## src/design/multi_phase_current_ramp_macros.svh

```systemverilog
// ----------------------------------------------------------------------------
// Assertion macros for the multi-phase current ramp generator
// Concurrent checks that compile to nothing when SYNTHESIS is defined.
// ----------------------------------------------------------------------------
`ifndef MULTI_PHASE_CURRENT_RAMP_MACROS_SVH
`define MULTI_PHASE_CURRENT_RAMP_MACROS_SVH

`ifndef SYNTHESIS
`define MCR_ASSERT_CLKRST(lbl, ck, rn, prop, msg) \
    lbl: assert property (@(posedge ck) disable iff (!rn) prop) else $error(msg);
`define MCR_ASSERT(lbl, prop, msg) `MCR_ASSERT_CLKRST(lbl, clk, rst_n, prop, msg)
`else
`define MCR_ASSERT_CLKRST(lbl, ck, rn, prop, msg)
`define MCR_ASSERT(lbl, prop, msg)
`endif

`endif

```

## src/design/mcr_pkg.sv

```systemverilog
// ----------------------------------------------------------------------------
// Multi-phase current ramp package
// Request codes, table field codes and the table read-data types.
// ----------------------------------------------------------------------------
package mcr_pkg;

    localparam logic [1:0] REQ_TICK    = 2'd0;
    localparam logic [1:0] REQ_WRITE   = 2'd1;
    localparam logic [1:0] REQ_RESTART = 2'd2;

    localparam logic [3:0] FS_KIND  = 4'd0;
    localparam logic [3:0] FS_RAMP  = 4'd1;
    localparam logic [3:0] FS_HOLD  = 4'd2;
    localparam logic [3:0] FS_FINAL = 4'd3;
    localparam logic [3:0] FS_STEP  = 4'd6;
    localparam logic [3:0] FS_REM   = 4'd9;
    localparam logic [3:0] FS_SIGN  = 4'd12;
    localparam logic [3:0] FS_LAST  = 4'd14;

    localparam int LANES = 3;

    localparam logic [31:0] TICK_CAP = 32'hFFFF_FFFF;

    typedef struct packed {
        logic        kind;
        logic [31:0] ramp_len;
        logic [31:0] hold_len;
    } phase_rd_t;

    typedef struct packed {
        logic signed [15:0] final_val;
        logic signed [31:0] step;
        logic [31:0]        rem;
        logic signed [1:0]  rem_sign;
    } lane_rd_t;

endpackage

```

## src/design/mcr_lane.sv

```systemverilog
// ----------------------------------------------------------------------------
// Ramp channel update
// One channel's step, remainder carry and Q15 saturation, or its final value, for a single tick.
// ----------------------------------------------------------------------------
module mcr_lane (
    input  mcr_pkg::lane_rd_t  lane_rd,
    input  logic signed [15:0] cur_val,
    input  logic [31:0]        cur_acc,
    input  logic [31:0]        ramp,
    input  logic               at_final,
    output logic signed [15:0] val_out,
    output logic [31:0]        acc_out
);

    logic signed [33:0] sum;
    logic [31:0]        acc_c;
    logic [31:0]        left;
    logic               carry_en;
    logic               carry;
    logic signed [15:0] sat_val;

    always_comb
    begin
        carry_en = (lane_rd.rem != 32'd0) && (lane_rd.rem_sign != 2'sd0);
        acc_c    = (cur_acc >= ramp) ? 32'd0 : cur_acc;
        left     = ramp - acc_c;
        carry    = carry_en && (lane_rd.rem >= left);
        sum      = 34'(cur_val) + 34'(lane_rd.step);
        if (carry)
        begin
            sum = sum + 34'(lane_rd.rem_sign);
        end
        if (sum > 34'sd32767)
        begin
            sat_val = 16'sh7FFF;
        end
        else if (sum < -34'sd32768)
        begin
            sat_val = 16'sh8000;
        end
        else
        begin
            sat_val = sum[15:0];
        end

        if (at_final)
        begin
            val_out = lane_rd.final_val;
            acc_out = cur_acc;
        end
        else
        begin
            val_out = sat_val;
            if (!carry_en)
            begin
                acc_out = cur_acc;
            end
            else if (carry)
            begin
                acc_out = lane_rd.rem - left;
            end
            else
            begin
                acc_out = acc_c + lane_rd.rem;
            end
        end
    end

endmodule

```

## config.mk

```make
export PLATFORM = sky130hd
export DESIGN_NAME = mcr_lane
export DESIGN_NICKNAME = d
export VERILOG_FILES = /design/src/design/multi_phase_current_ramp_macros.svh /design/src/design/mcr_pkg.sv /design/src/design/mcr_lane.sv
export SDC_FILE = /design/constraint.sdc
export NUM_CORES = 1
export LEC_CHECK = 0
export BUFFER_PORTS_ARGS = -buffer_cell sky130_fd_sc_hd__buf_2
export CORE_MARGIN = 1.5
export CORE_UTILIZATION = 38
export DETAILED_ROUTE_END_ITERATION = 16
export SYNTH_ARGS = -nofsm -noshare
export SYNTH_HDL_FRONTEND = slang
export SYNTH_SLANG_ARGS = --single-unit
```

## constraint.sdc

```tcl
create_clock -name vclk -period 18
set_input_delay 3.6 -clock vclk [all_inputs]
set_output_delay 3.6 -clock vclk [all_outputs]
set_load 0.005 [all_outputs]
```

# Word level (Yosys, flattened, before mapping)
# Index checks and enable logic that the tools add are counted.
# word_totals
mem_count	0
word_cells	21
rom_bits	0
ramBits	0
register_bits	0
output_inout_bits	48
latch_bits	0
# classes
reduce_logical	4
div_mod_pow	0
shift	0
addsub	5
n_mux	8
n_lt_le_gt_ge	4
bitwise	0
n_mul	0
n_eq_ne	0
# ops
cell	n
two-way mux 32 bit	4
>= comparator 32 bit	2
subtractor 32 bit	2
two-way mux 16 bit	3
adder 33 x 2 -> 34 bit	1
greater-than comparator 34 x 16 -> 1 bit (second input constant)	1
< comparator 34 x 16 -> 1 bit (second input constant)	1
two-way mux 34 bit	1
adder 16 x 32 -> 33 bit	1
adder 32 bit	1
nonzero test 32 bit	1
logical AND 1 bit	2
nonzero test 2 bit	1

# Logic depth before layout (Yosys ltp)
# depth
word_depth	10
mapped_depth	40

# Least setup slack after synthesis
# No wires, ideal clock.
# synth_timing
path_kind	input port to output port
start	input cur_acc[0]
end	output val_out[10]
required_time_ns	14.400
path_stages	38
path_buffers	2
slack_ns	3.606
arrival_ns	10.794
path_cell_list	inv_1 > ha_1 > nand2b_1 > a21o_1 > a21o_1 > a21oi_1 > o21ai_0 > a21oi_1 > o31ai_1 > a21oi_1 > clkbuf_1 > nand2_1 > fa_1 > a21o_1 > a21oi_1 > o21a_1 > nor4_1 > or4_1 > (+2 left out) > nand4_1 > a31oi_1 > a21o_1 > a21oi_1 > xor2_1 > ha_1 > nand4_1 > nor3_1 > nand2_1 > a21oi_1 > o21a_1 > mux2_2 > or2_0 > nor4_1 > o2111ai_1 > o41ai_2 > buf_2 > a21oi_1
# synth_between
elab_chain_cells	10
elab_cells_between_ends	11
# synth_rtl
item	line	rtl
from (decl)	mcr_lane.sv:8	input logic [31:0] cur_acc,
>= comparator 32 bit	mcr_lane.sv:25	acc_c = (cur_acc >= ramp) ? 32'd0 : cur_acc;
two-way mux 32 bit *	mcr_lane.sv:25	
subtractor 32 bit *	mcr_lane.sv:26	left = ramp - acc_c;
>= comparator 32 bit *	mcr_lane.sv:27	carry = carry_en && (lane_rd.rem >= left);
logical AND 1 bit *	mcr_lane.sv:27	
two-way mux 34 bit *	mcr_lane.sv:29	if (carry)
< comparator 34 x 16 -> 1 bit	mcr_lane.sv:37	else if (sum < -34'sd32768)
two-way mux 16 bit	mcr_lane.sv:37	
two-way mux 16 bit *	mcr_lane.sv:33	if (sum > 34'sd32767)
two-way mux 16 bit *	mcr_lane.sv:46	if (at_final)
to (decl)	mcr_lane.sv:11	output logic signed [15:0] val_out,
# Mark *: on every way between the ends. The rest lies on a longest branch, timed or not.

# Final worst setup path
# layout_timing
start	input cur_acc[0]
end	output val_out[1]
# The elaborated chain is that of the path after synthesis.

==> impl_metrics.yaml <==
status:
  status: "finished clean"
clock_tree:
  post_cts_resized: 0
  cts_setup_buffers: 0
  ctsHoldBuffers: 0
sta:
  final.setup.tns_ns: 0
  max_freq_ghz: 0.05986
  min_period_ns: 16.71
  slew_headroom: 0.2334
  hold_viol_final: 0
  worst_slew_pin_slew_ns: 1.150
  setup_viol: 0
  rsz0062_at_grt: "no"
  slew_violations: 0
  finalCritPeriodShare: 0.9281
synth:
  synth_most_common_cell: "ha_1"
  synth_cells: 1500
  synth_top_area_share: 0.2375
  synthTopCellsByArea: "ha_1 (24%), a21oi_1 (7.7%), xnor2_1 (7.5%)"
  syn_avg_cell_area_um2: 6.707
  ys_seq_area_frac: 0
  ys_types: 76
  synth_top_area_cell: "ha_1"
  synth_nets: 1859
  mappedNetlistArea_mm2: 0.01006
  yosys_warnings: 0
  synth_common_cells: "ha_1 (191), nand2_1 (163), a21oi_1 (155)"
die:
  die_h_um: 165.7
  core_mm2: 0.02598
  start_util: 0.3872
  ios: 211
  rows: 59
  die-area_mm2: 0.02746
  die_x_um: 165.7
critical_path:
  arrival_ns: 13.11
  cpMostUsedCell: "a21oi_1"
  crit_buf_inv: 6
  worstSetupStartpointType: "input pin"
  critPathSlowestCell: "o21ai_4"
  worst_setup_path_end_kind: "output port"
  path_depth: 41
  crit_type: "in2out"
  critPathTopFamily: "compound AO/OA/AOI/OAI gates"
  worstPathRequired_ns: 14.40
  worstPathMaxFanout: 34
  slowest_delay_ns: 0.86
drt:
  via_per_inst: 5.674
  firstDrtPassIters: 5
  drt_first_iter_violations: 559
  detail-route-antenna-nets: 0
  drcViolationCount: 0
  wl_um: 32460
  dr_total_vias: 11420
  wire_per_inst_um: 16.13
min_path:
  min_path_type: "in2out"
  min_path_cells: 4
cells_and_area:
  nets: 2039
  fin_cells: 2013
  fill_cells: 2846
  area_delta_synth_final_pct: 13.74
  seqCellArea_um2: 0
  antennaDiodeCount: 0
  seq_cells: 0
  clkbuf_count: 0
  drive_above_1_share: 0.1454
  fin_area_mm2: 0.01144
place:
  port_buffers: 211
  placed_area_mm2: 0.01144
  place.detailed.hpwl_um: 27590
  place.gp.congestion: 0.9131
  dp_cells: 2013
power_and_ir_drop:
  max-vdd-ir-drop_mv: 0.02199
  p_per_area_mw_per_mm2: 73.16
  p_leak_nw: 5.816
  power_w: 0.0008372
global_routing:
  grt_max_degree: 62
  antenna_found_initial: 1
  grt_pass1_wl_um: 52680
  grt_usage: 0.2257
  grt_pass1_vias: 10870
  overflow: 0
flow_run:
  drv_cap: 0
## worst paths after layout
kind	endpoint	slack, ns	from
worst max-delay path	val_out[1]	1.29	cur_acc[0]
worst min-delay path	val_out[15]	7.47	lane_rd[81]
## worst min-delay path, delay by kind of cell
| family | cells | cell delay (ns) |
|---|---|---|
| buffers and inverters | 2 | 0.18 |
| AND/OR/NAND/NOR | 2 | 0.09 |
## cells by family (layout without fill, tap and decap cells)
family                   count (synthesis)  count (layout)  synth area share
AO/OA/AOI/OAI                          558             558            0.3536
AND/OR/NAND/NOR                        443             443            0.2107
adder cells (fa/ha/maj)                196             196            0.2475
buffers and inverters                  157             335           0.05982
XOR/XNOR                               138             138            0.1201
multiplexers                             8               8          0.008332
## per-stage QoR
stage          utilization  setup WS (ns)  hold slack, ns
6_report            0.4404          1.295           7.474
5_1_grt             0.4404         0.5122           7.495
4_1_cts             0.4404          1.245           7.476
3_5_place_dp        0.4404          1.264           7.474
3_3_place_gp        0.4404          1.490           7.466
2_1_floorplan            -          3.606           7.285
## power breakdown
group          switching (W)  leakage, nW  internal [W]
Clock                      0            0             0
Combinational       0.000490         5.82      0.000347
Sequential                 0            0             0
## per-layer routing
metal / GRT usage / vias up / wire length [um]
met5: 0 / - / 17
met1: 0.2829 / 5209 / 14520
met3: 0.01983 / 47 / 1565
li1: - / 5880 / -
met2: 0.4159 / 284 / 15580
met4: 0.04818 / 2 / 783
## final cells by class
| class | instances | area (um2) | area share |
|---|---|---|---|
| Timing Repair Buffer | 218 | 1109 | 0.09687 |
| Inverter | 117 | 439.2 | 0.03838 |
| Tap cell | 335 | 419.2 | 0.03663 |
| Multi-Input combinational cell | 1343 | 9477 | 0.8281 |
## cells in the final DEF, fill, tap and decap left out, types with 26 or more instances in the layout
| cell type | instances |
|---|---|
| a21o_1 | 77 |
| a21oi_1 | 154 |
| buf_2 | 211 |
| ha_1 | 191 |
| inv_1 | 117 |
| nand2_1 | 163 |
| nand3_1 | 26 |
| nor2_1 | 85 |
| nor2b_1 | 27 |
| nor3_1 | 31 |
| o21ai_0 | 127 |
| xnor2_1 | 86 |
| xor2_1 | 52 |
Note: power is estimated with default switching activity, not from simulation.
