===== config.mk =====
export PLATFORM = sky130hd
export DESIGN_NAME = mcr_table
export DESIGN_NICKNAME = d
export VERILOG_FILES = /design/src/design/multi_phase_current_ramp_macros.svh /design/src/design/mcr_pkg.sv /design/src/design/mcr_table.sv
export SDC_FILE = /design/constraint.sdc
export NUM_CORES = 2
export LEC_CHECK = 0
export ABC_AREA = 1
export CORE_AREA = 2 2 690 692
export DETAILED_ROUTE_END_ITERATION = 8
export DIE_AREA = 0 0 692 694
export DONT_BUFFER_PORTS = 1
export GPL_TIMING_DRIVEN = 0
export HOLD_SLACK_MARGIN = 0.1
export PLACE_DENSITY = 0.38
export SYNTH_ARGS = -nofsm -noshare
export SYNTH_HDL_FRONTEND = slang
export SYNTH_SLANG_ARGS = --single-unit

===== constraint.sdc =====
create_clock -name clk -period 3.1 [get_ports clk]
set_input_delay 0.31 -clock clk [delete_from_list [all_inputs] [get_ports clk]]
set_output_delay 0.31 -clock clk [all_outputs]
set_load 0.01 [all_outputs]

===== src/design/multi_phase_current_ramp_macros.svh =====
// ----------------------------------------------------------------------------
// Assertion macros for the multi-phase current ramp generator
// Concurrent checks that compile to nothing when SYNTHESIS is defined.
// ----------------------------------------------------------------------------
`ifndef MULTI_PHASE_CURRENT_RAMP_MACROS_SVH
`define MULTI_PHASE_CURRENT_RAMP_MACROS_SVH

`ifndef SYNTHESIS
`define MCR_ASSERT_CLKRST(lbl, ck, rn, prop, msg) \
    lbl: assert property (@(posedge ck) disable iff (!rn) prop) else $error(msg);
`define MCR_ASSERT(lbl, prop, msg) `MCR_ASSERT_CLKRST(lbl, clk, rst_n, prop, msg)
`else
`define MCR_ASSERT_CLKRST(lbl, ck, rn, prop, msg)
`define MCR_ASSERT(lbl, prop, msg)
`endif

`endif


===== src/design/mcr_pkg.sv =====
// ----------------------------------------------------------------------------
// Multi-phase current ramp package
// Request codes, table field codes and the table read-data types.
// ----------------------------------------------------------------------------
package mcr_pkg;

    localparam logic [1:0] REQ_TICK    = 2'd0;
    localparam logic [1:0] REQ_WRITE   = 2'd1;
    localparam logic [1:0] REQ_RESTART = 2'd2;

    localparam logic [3:0] FS_KIND  = 4'd0;
    localparam logic [3:0] FS_RAMP  = 4'd1;
    localparam logic [3:0] FS_HOLD  = 4'd2;
    localparam logic [3:0] FS_FINAL = 4'd3;
    localparam logic [3:0] FS_STEP  = 4'd6;
    localparam logic [3:0] FS_REM   = 4'd9;
    localparam logic [3:0] FS_SIGN  = 4'd12;
    localparam logic [3:0] FS_LAST  = 4'd14;

    localparam int LANES = 3;

    localparam logic [31:0] TICK_CAP = 32'hFFFF_FFFF;

    typedef struct packed {
        logic        kind;
        logic [31:0] ramp_len;
        logic [31:0] hold_len;
    } phase_rd_t;

    typedef struct packed {
        logic signed [15:0] final_val;
        logic signed [31:0] step;
        logic [31:0]        rem;
        logic signed [1:0]  rem_sign;
    } lane_rd_t;

endpackage


===== src/design/mcr_table.sv =====
// ----------------------------------------------------------------------------
// Phase table
// Synchronous memories for the per-phase and per-channel profile fields,
// written one field per word and read one phase per cycle.
// ----------------------------------------------------------------------------
module mcr_table #(
    parameter int MAX_PHASES = 8,
    parameter int AW         = 3
) (
    input  logic                 clk,
    input  logic                 wr_en,
    input  logic [AW-1:0]        wr_addr,
    input  logic [3:0]           wr_sel,
    input  logic [31:0]          wr_value,
    input  logic                 rd_en,
    input  logic [AW-1:0]        rd_addr,
    output mcr_pkg::phase_rd_t   phase_rd,
    output mcr_pkg::lane_rd_t    lane_rd [mcr_pkg::LANES]
);

    logic        kind_mem [MAX_PHASES];
    logic [31:0] ramp_mem [MAX_PHASES];
    logic [31:0] hold_mem [MAX_PHASES];

    mcr_pkg::phase_rd_t phase_rd_reg;

    always_ff @(posedge clk)
    begin
        if (wr_en && (wr_sel == mcr_pkg::FS_KIND))
        begin
            kind_mem[wr_addr] <= wr_value[0];
        end
        if (wr_en && (wr_sel == mcr_pkg::FS_RAMP))
        begin
            ramp_mem[wr_addr] <= wr_value;
        end
        if (wr_en && (wr_sel == mcr_pkg::FS_HOLD))
        begin
            hold_mem[wr_addr] <= wr_value;
        end
        if (rd_en)
        begin
            phase_rd_reg.kind     <= kind_mem[rd_addr];
            phase_rd_reg.ramp_len <= ramp_mem[rd_addr];
            phase_rd_reg.hold_len <= hold_mem[rd_addr];
        end
    end

    assign phase_rd = phase_rd_reg;

    for (genvar l = 0; l < mcr_pkg::LANES; l++)
    begin : g_lane
        logic signed [15:0] final_mem [MAX_PHASES];
        logic signed [31:0] step_mem  [MAX_PHASES];
        logic [31:0]        rem_mem   [MAX_PHASES];
        logic signed [1:0]  sign_mem  [MAX_PHASES];
        mcr_pkg::lane_rd_t  lane_rd_reg;

        always_ff @(posedge clk)
        begin
            if (wr_en && (wr_sel == mcr_pkg::FS_FINAL + 4'(l)))
            begin
                final_mem[wr_addr] <= wr_value[15:0];
            end
            if (wr_en && (wr_sel == mcr_pkg::FS_STEP + 4'(l)))
            begin
                step_mem[wr_addr] <= wr_value;
            end
            if (wr_en && (wr_sel == mcr_pkg::FS_REM + 4'(l)))
            begin
                rem_mem[wr_addr] <= wr_value;
            end
            if (wr_en && (wr_sel == mcr_pkg::FS_SIGN + 4'(l)))
            begin
                sign_mem[wr_addr] <= wr_value[1:0];
            end
            if (rd_en)
            begin
                lane_rd_reg.final_val <= final_mem[rd_addr];
                lane_rd_reg.step      <= step_mem[rd_addr];
                lane_rd_reg.rem       <= rem_mem[rd_addr];
                lane_rd_reg.rem_sign  <= sign_mem[rd_addr];
            end
        end

        assign lane_rd[l] = lane_rd_reg;
    end

endmodule


Yosys cells after proc, flatten, opt, wreduce, memory -nomap -nowiden
Memory sizes are Yosys's and may differ from the RTL's. A register that Yosys moved wholly into a read port is not among the register bits.
Index checks and enable logic that the tools add are counted.
{"block": "totals", "ff_bits": 0, "ram_bits": 2488, "input_bits": 45, "output_inout_bits": 311, "n_memories": 15}
{"memory": "g_lane[0].rem_mem", "depth": 8, "width": 32, "read_ports": 1, "rd_clocked_by_memory_dff": 1, "write_ports": 1, "line": "mcr_table.sv:55", "rtl": "logic [31:0] rem_mem [MAX_PHASES];"}
{"memory": "g_lane[0].step_mem", "depth": 8, "width": 32, "read_ports": 1, "rd_clocked_by_memory_dff": 1, "write_ports": 1, "line": "mcr_table.sv:54", "rtl": "logic signed [31:0] step_mem [MAX_PHASES];"}
{"memory": "g_lane[1].rem_mem", "depth": 8, "width": 32, "read_ports": 1, "rd_clocked_by_memory_dff": 1, "write_ports": 1, "line": "mcr_table.sv:55"}
{"memory": "g_lane[1].step_mem", "depth": 8, "width": 32, "read_ports": 1, "rd_clocked_by_memory_dff": 1, "write_ports": 1, "line": "mcr_table.sv:54"}
{"memory": "g_lane[2].rem_mem", "depth": 8, "width": 32, "read_ports": 1, "rd_clocked_by_memory_dff": 1, "write_ports": 1, "line": "mcr_table.sv:55"}
{"memory": "g_lane[2].step_mem", "depth": 8, "width": 32, "read_ports": 1, "rd_clocked_by_memory_dff": 1, "write_ports": 1, "line": "mcr_table.sv:54"}
{"memory": "9 more memories"}
{"block": "op_classes", "eq_ne": 14, "n_mux": 30, "reduce_logical": 16}
{"op": "two-way mux 1 bit", "n": 30}
{"op": "equality test 4 bit (second input constant)", "n": 7}
{"op": "equality test 4 x 3 -> 1 bit (second input constant)", "n": 4}
{"op": "logical AND 1 bit", "n": 15}
{"op": "equality test 4 x 2 -> 1 bit (second input constant)", "n": 2}
{"op": "equality test 4 x 1 -> 1 bit (second input constant)", "n": 1}
{"op": "zero test 4 bit", "n": 1}

Logic depth before layout (Yosys ltp)
{"block": "logic_depth", "ltp_word": 4, "mapped_depth": 9, "mapped_depth_nobuf": 6}

Worst setup path before layout
No wires, ideal clock.
{"block": "synth_timing", "kind": "in2reg", "start": "input wr_sel[3]", "end": "memory g_lane[0].rem_mem[0][0] (enable)", "arrival_time_ns": 2.251, "required_time_ns": 2.679, "setup_slack_ns": 0.428, "path_stages": 4, "n_path_buf": 0, "path_cell_list": "inv_1 nor3_1 nand2_1 nor2_1"}
{"block": "synth_between", "elab_chain_len": 4}
{"element": "from (decl)", "line": "mcr_table.sv:13", "rtl": "input logic [3:0] wr_sel,"}
{"element": "equality test 4 bit", "line": "mcr_table.sv:69", "rtl": "if (wr_en && (wr_sel == mcr_pkg::FS_REM + 4'(l)))"}
{"element": "logical AND 1 bit", "line": "mcr_table.sv:69"}
{"element": "two-way mux 1 bit", "line": "mcr_table.sv:69"}
{"element": "two-way mux 1 bit (not written as such)", "line": "mcr_table.sv:71", "rtl": "rem_mem[wr_addr] <= wr_value;"}
{"element": "to (decl)", "line": "mcr_table.sv:55"}
No other way between the ends.

Worst setup path after layout
{"block": "layout_timing", "start": "input wr_addr[1]", "end": "memory g_lane[1].step_mem[1][18] (enable)"}
{"element": "from (decl)", "line": "mcr_table.sv:12", "rtl": "input logic [AW-1:0] wr_addr,"}
{"element": "to (decl)", "line": "mcr_table.sv:54"}
Straight into the memory's write port.

==> run_results.csv <==
group,metric,value,unit
floorplanning,initial_utilization,0.249,
routing,routed_wire_length_per_instance,22.2,um
routing,drt_first_pass_iters,6,
floorplanning,die_width,692,um
critical_path,worst_path_arrival_time,3.60,ns
routing,detail-route-antenna-nets,0,
critical_path,cell_at_the_slowest_stage_of_the_critical_path,"clkbuf_1",
synth,synthTopCellsByArea,"edfxtp_1 71%, nand2_1 13%, inv_1 8.0%, nand3_1 5.3%, buf_2 1.3%",
clock_tree,post_cts_resized,0,
pwr,p_sw_frac,0.243,
global_routing,first_global_vias,71900,
timing,finalHoldWorstSlack,-0.344,ns
timing,hold_viol,66,
clock_tree,cts_tree,"yes",
finish,layout.cell_area.non_filler,140000,um^2
floorplanning,std_cell_rows,253,
pwr,power.share.sequential,0.492,
floorplanning,floorplan.die.height,694,um
synth,synth_area_leader_cell,"edfxtp_1",
global_routing,sum_of_overflow_across_all_layers_after_global_routing,0,
clock_tree,cts_made_buffers,344,
synth,synth_seq_area_share,0.714,
critical_path,crit_path_buffers_inverters,4,
critical_path,critPathMaxFanout,20,
placement,dp_cells,17600,
pwr,netSwitchingPower,21.0,mW
synth,synth.ff_latch_count,2799,
synth,postSynthAreaPerCell,10.5,um^2
critical_path,setup.worst_path.end_class,"flop",
finish,synthToLayoutAreaGrowth,18.8,%
placement,hpwl_after_dpl,249,mm
synth,net_count_synth,11300,
placement,buffer_ports.inserted,0,
timing,final_max_slew_viol_count,65,
status,violated_checks,"hold timing, slew limit",
pwr,ir_drop_worst_vdd,0.404,mV
pwr,int_power,65.4,mW
routing,detail_route.drc_violations,0,
status,run_status,"complete, but fails checks",
pwr,clockPowerShare,0.449,
synth,syn-instance-count,11200,
global_routing,grt_max_degree,312,
synth,synth_area,118000,um^2
floorplanning,fp.dieArea,480000,um^2
critical_path,crit_path_cell_trace,"dlygate4sd3_1 > inv_1 > nand3_1 > clkbuf_1 > nor2_4 > buf_12",
clock_tree,clk_transition_reported_paths,0.05,ns
timing,grt_setup_unrepaired,"no",
worst_hold_path,hold_path_class,"in2reg",
critical_path,setup.reg_to_reg.worst_slack,1.59,ns
clock_tree,clk_path_buf_depth,4,
routing,route.detailed.vias_per_inst,4.07,
run,max-cap-violations,0,
global_routing,grt_first_pass_wirelength,564,mm
clock_tree,clock_insertion_delay_at_the_later_pin_of_the_skew_report,0.97,ns
timing,totalNegativeSetupSlack,0,ns
global_routing,initial_antenna_violation_count,65,
critical_path,critical_path.top_delay_family,"buffers and inverters",
critical_path,timing.setup.critical_path_class,"in2reg",
finish,layout-drive-gt1-share,0.0815,
clock_tree,tritoncts_num_sinks,2799,
timing,timing.final.setup_violations,0,
floorplanning,core_area,473000,um^2
critical_path,crit_path_max_incr_delay,1.06,ns
pwr,p_leak,60.2,nW
critical_path,worstPathRequired,3.77,ns
placement,finalWeightedCongestion,0.767,
synth,yosysWarningCount,0,
clock_tree,cts_hold_repair.buffers,78,
pwr,power.combinational.fraction,0.058,
timing,slew_at_the_pin_with_the_worst_max_slew_slack,1.71,ns
timing,timing.final.crit_share,0.947,
synth,netlist-cell-type-count,13,
routing,detail_route.wirelength,406,mm
routing,detailedRoute.firstIterationViolations,5724,
finish,finish.cell_count_without_fillers,18300,
finish,biggestRegsByFlops,"g_lane.rem_mem (768), g_lane.step_mem (768), g_lane.final_mem (384)",
clock_tree,clock_tree.root_cell,"clkbuf_16",
timing,worst_clock_skew,0.0371,ns
routing,vias,74400,
finish,number_of_nets_at_the_end_of_the_flow,11800,
critical_path,worstSetupStartpointType,"input pin",
global_routing,grtUsageTotal,0.165,
clock_tree,post-cts-setup-buffers,0,
floorplanning,design.portCount,356,
clock_tree,number_of_h_tree_levels,5,
timing,relSlewSlack,-0.143,
timing,achievable-frequency,0.341,GHz
placement,dpl-instance-area,128000,um^2
timing,min_period,2.93,ns
pwr,report.power.total,86.4,mW
pwr,pwr_density_cell,618,nW/um^2
synth,yosysTopAreaCellShare,0.714,
[power groups by stage]
stage                     sequential, mW  combinational, mW  clock (mW)
after global placement              43.4               4.07           0
after floorplan                     43.3               2.14           0
after detailed placement            43.3               4.12           0
final                               42.6               5.03        38.8
after global routing                42.6               5.54        41.4
after CTS                           42.6               5.25        40.1
[cells by family after synthesis]
family        count (synthesis)  share of synthesized area
buf+inv                    2989                     0.0988
flops                      2799                      0.714
simple gates               5439                      0.187
[cells in the final DEF, fill, tap and decap left out]
cell type	instances
nand3_1	1252
nand2_1	4060
and3_1	1
nor3_1	2
clkinv_2	43
clkinv_4	5
dlygate4sd3_1	46
inv_1	2496
inv_2	2
clkbuf_2	12
inv_16	6
buf_2	314
buf_1	58
clkinv_1	82
clkbuf_16	350
clkbuf_1	189
nor2_4	68
buf_8	12
inv_6	6
buf_12	61
clkinv_8	3
clkinv_16	4
nor2_1	36
buf_16	47
clkinvlp_4	3
edfxtp_1	2799
nor2_2	20
bufinv_16	17
diode_2	17
buf_4	5
[Yosys cell counts]
| master | instances |
|---|---|
| nand2_1 | 4060 |
| edfxtp_1 | 2799 |
| inv_1 | 2496 |
| nand3_1 | 1252 |
| buf_2 | 314 |
| nor2_1 | 124 |
| clkbuf_1 | 113 |
| buf_1 | 58 |
| buf_4 | 5 |
| inv_2 | 2 |
| nor3_1 | 2 |
| and3_1 | 1 |
| clkinv_1 | 1 |
[metal layers]
metal | wire length, um | track usage | vias to the layer above
met5 | 87 | 0 | -
met4 | 7710 | 0.0330 | 14
li1 | - | - | 36300
met3 | 18700 | 0.0236 | 443
met2 | 193000 | 0.278 | 1642
met1 | 187000 | 0.227 | 36000
[path summary, 6_finish.rpt]
check,start,endpoint,cells past startpoint
worst min register to register,g_lane[2].final_mem[4][14]$_DFFE_PP_,lane_rd[80]$_DFFE_PP_,6
worst max-delay path,wr_addr[1],g_lane[1].step_mem[1][18]$_DFFE_PP_,6
worst max register to register,g_lane[1].step_mem[5][31]$_DFFE_PP_,lane_rd[147]$_DFFE_PP_,6
worst min-delay path,rd_en,phase_rd[49]$_DFFE_PP_,0
[metrics by stage]
stage / setup WS, ns / utilization
2_1_floorplan: 0.428 / -
3_3_place_gp: -2.34 / 0.265
3_5_place_dp: -0.0685 / 0.270
4_1_cts: 0.314 / 0.295
5_1_grt: 0.217 / 0.295
6_report: 0.165 / 0.295
[area by class of cell]
type	count	area [um^2]
antenna	17	42.5
buffer	490	2270
clock buffer	438	9090
clock inverter	168	1440
fill	48800	333000
inverter	2499	9380
multi-input combinational	5439	22500
sequential	2799	84100
tap	6247	7820
timing repair buffer	166	3160
(Power assumes the default switching activity.)
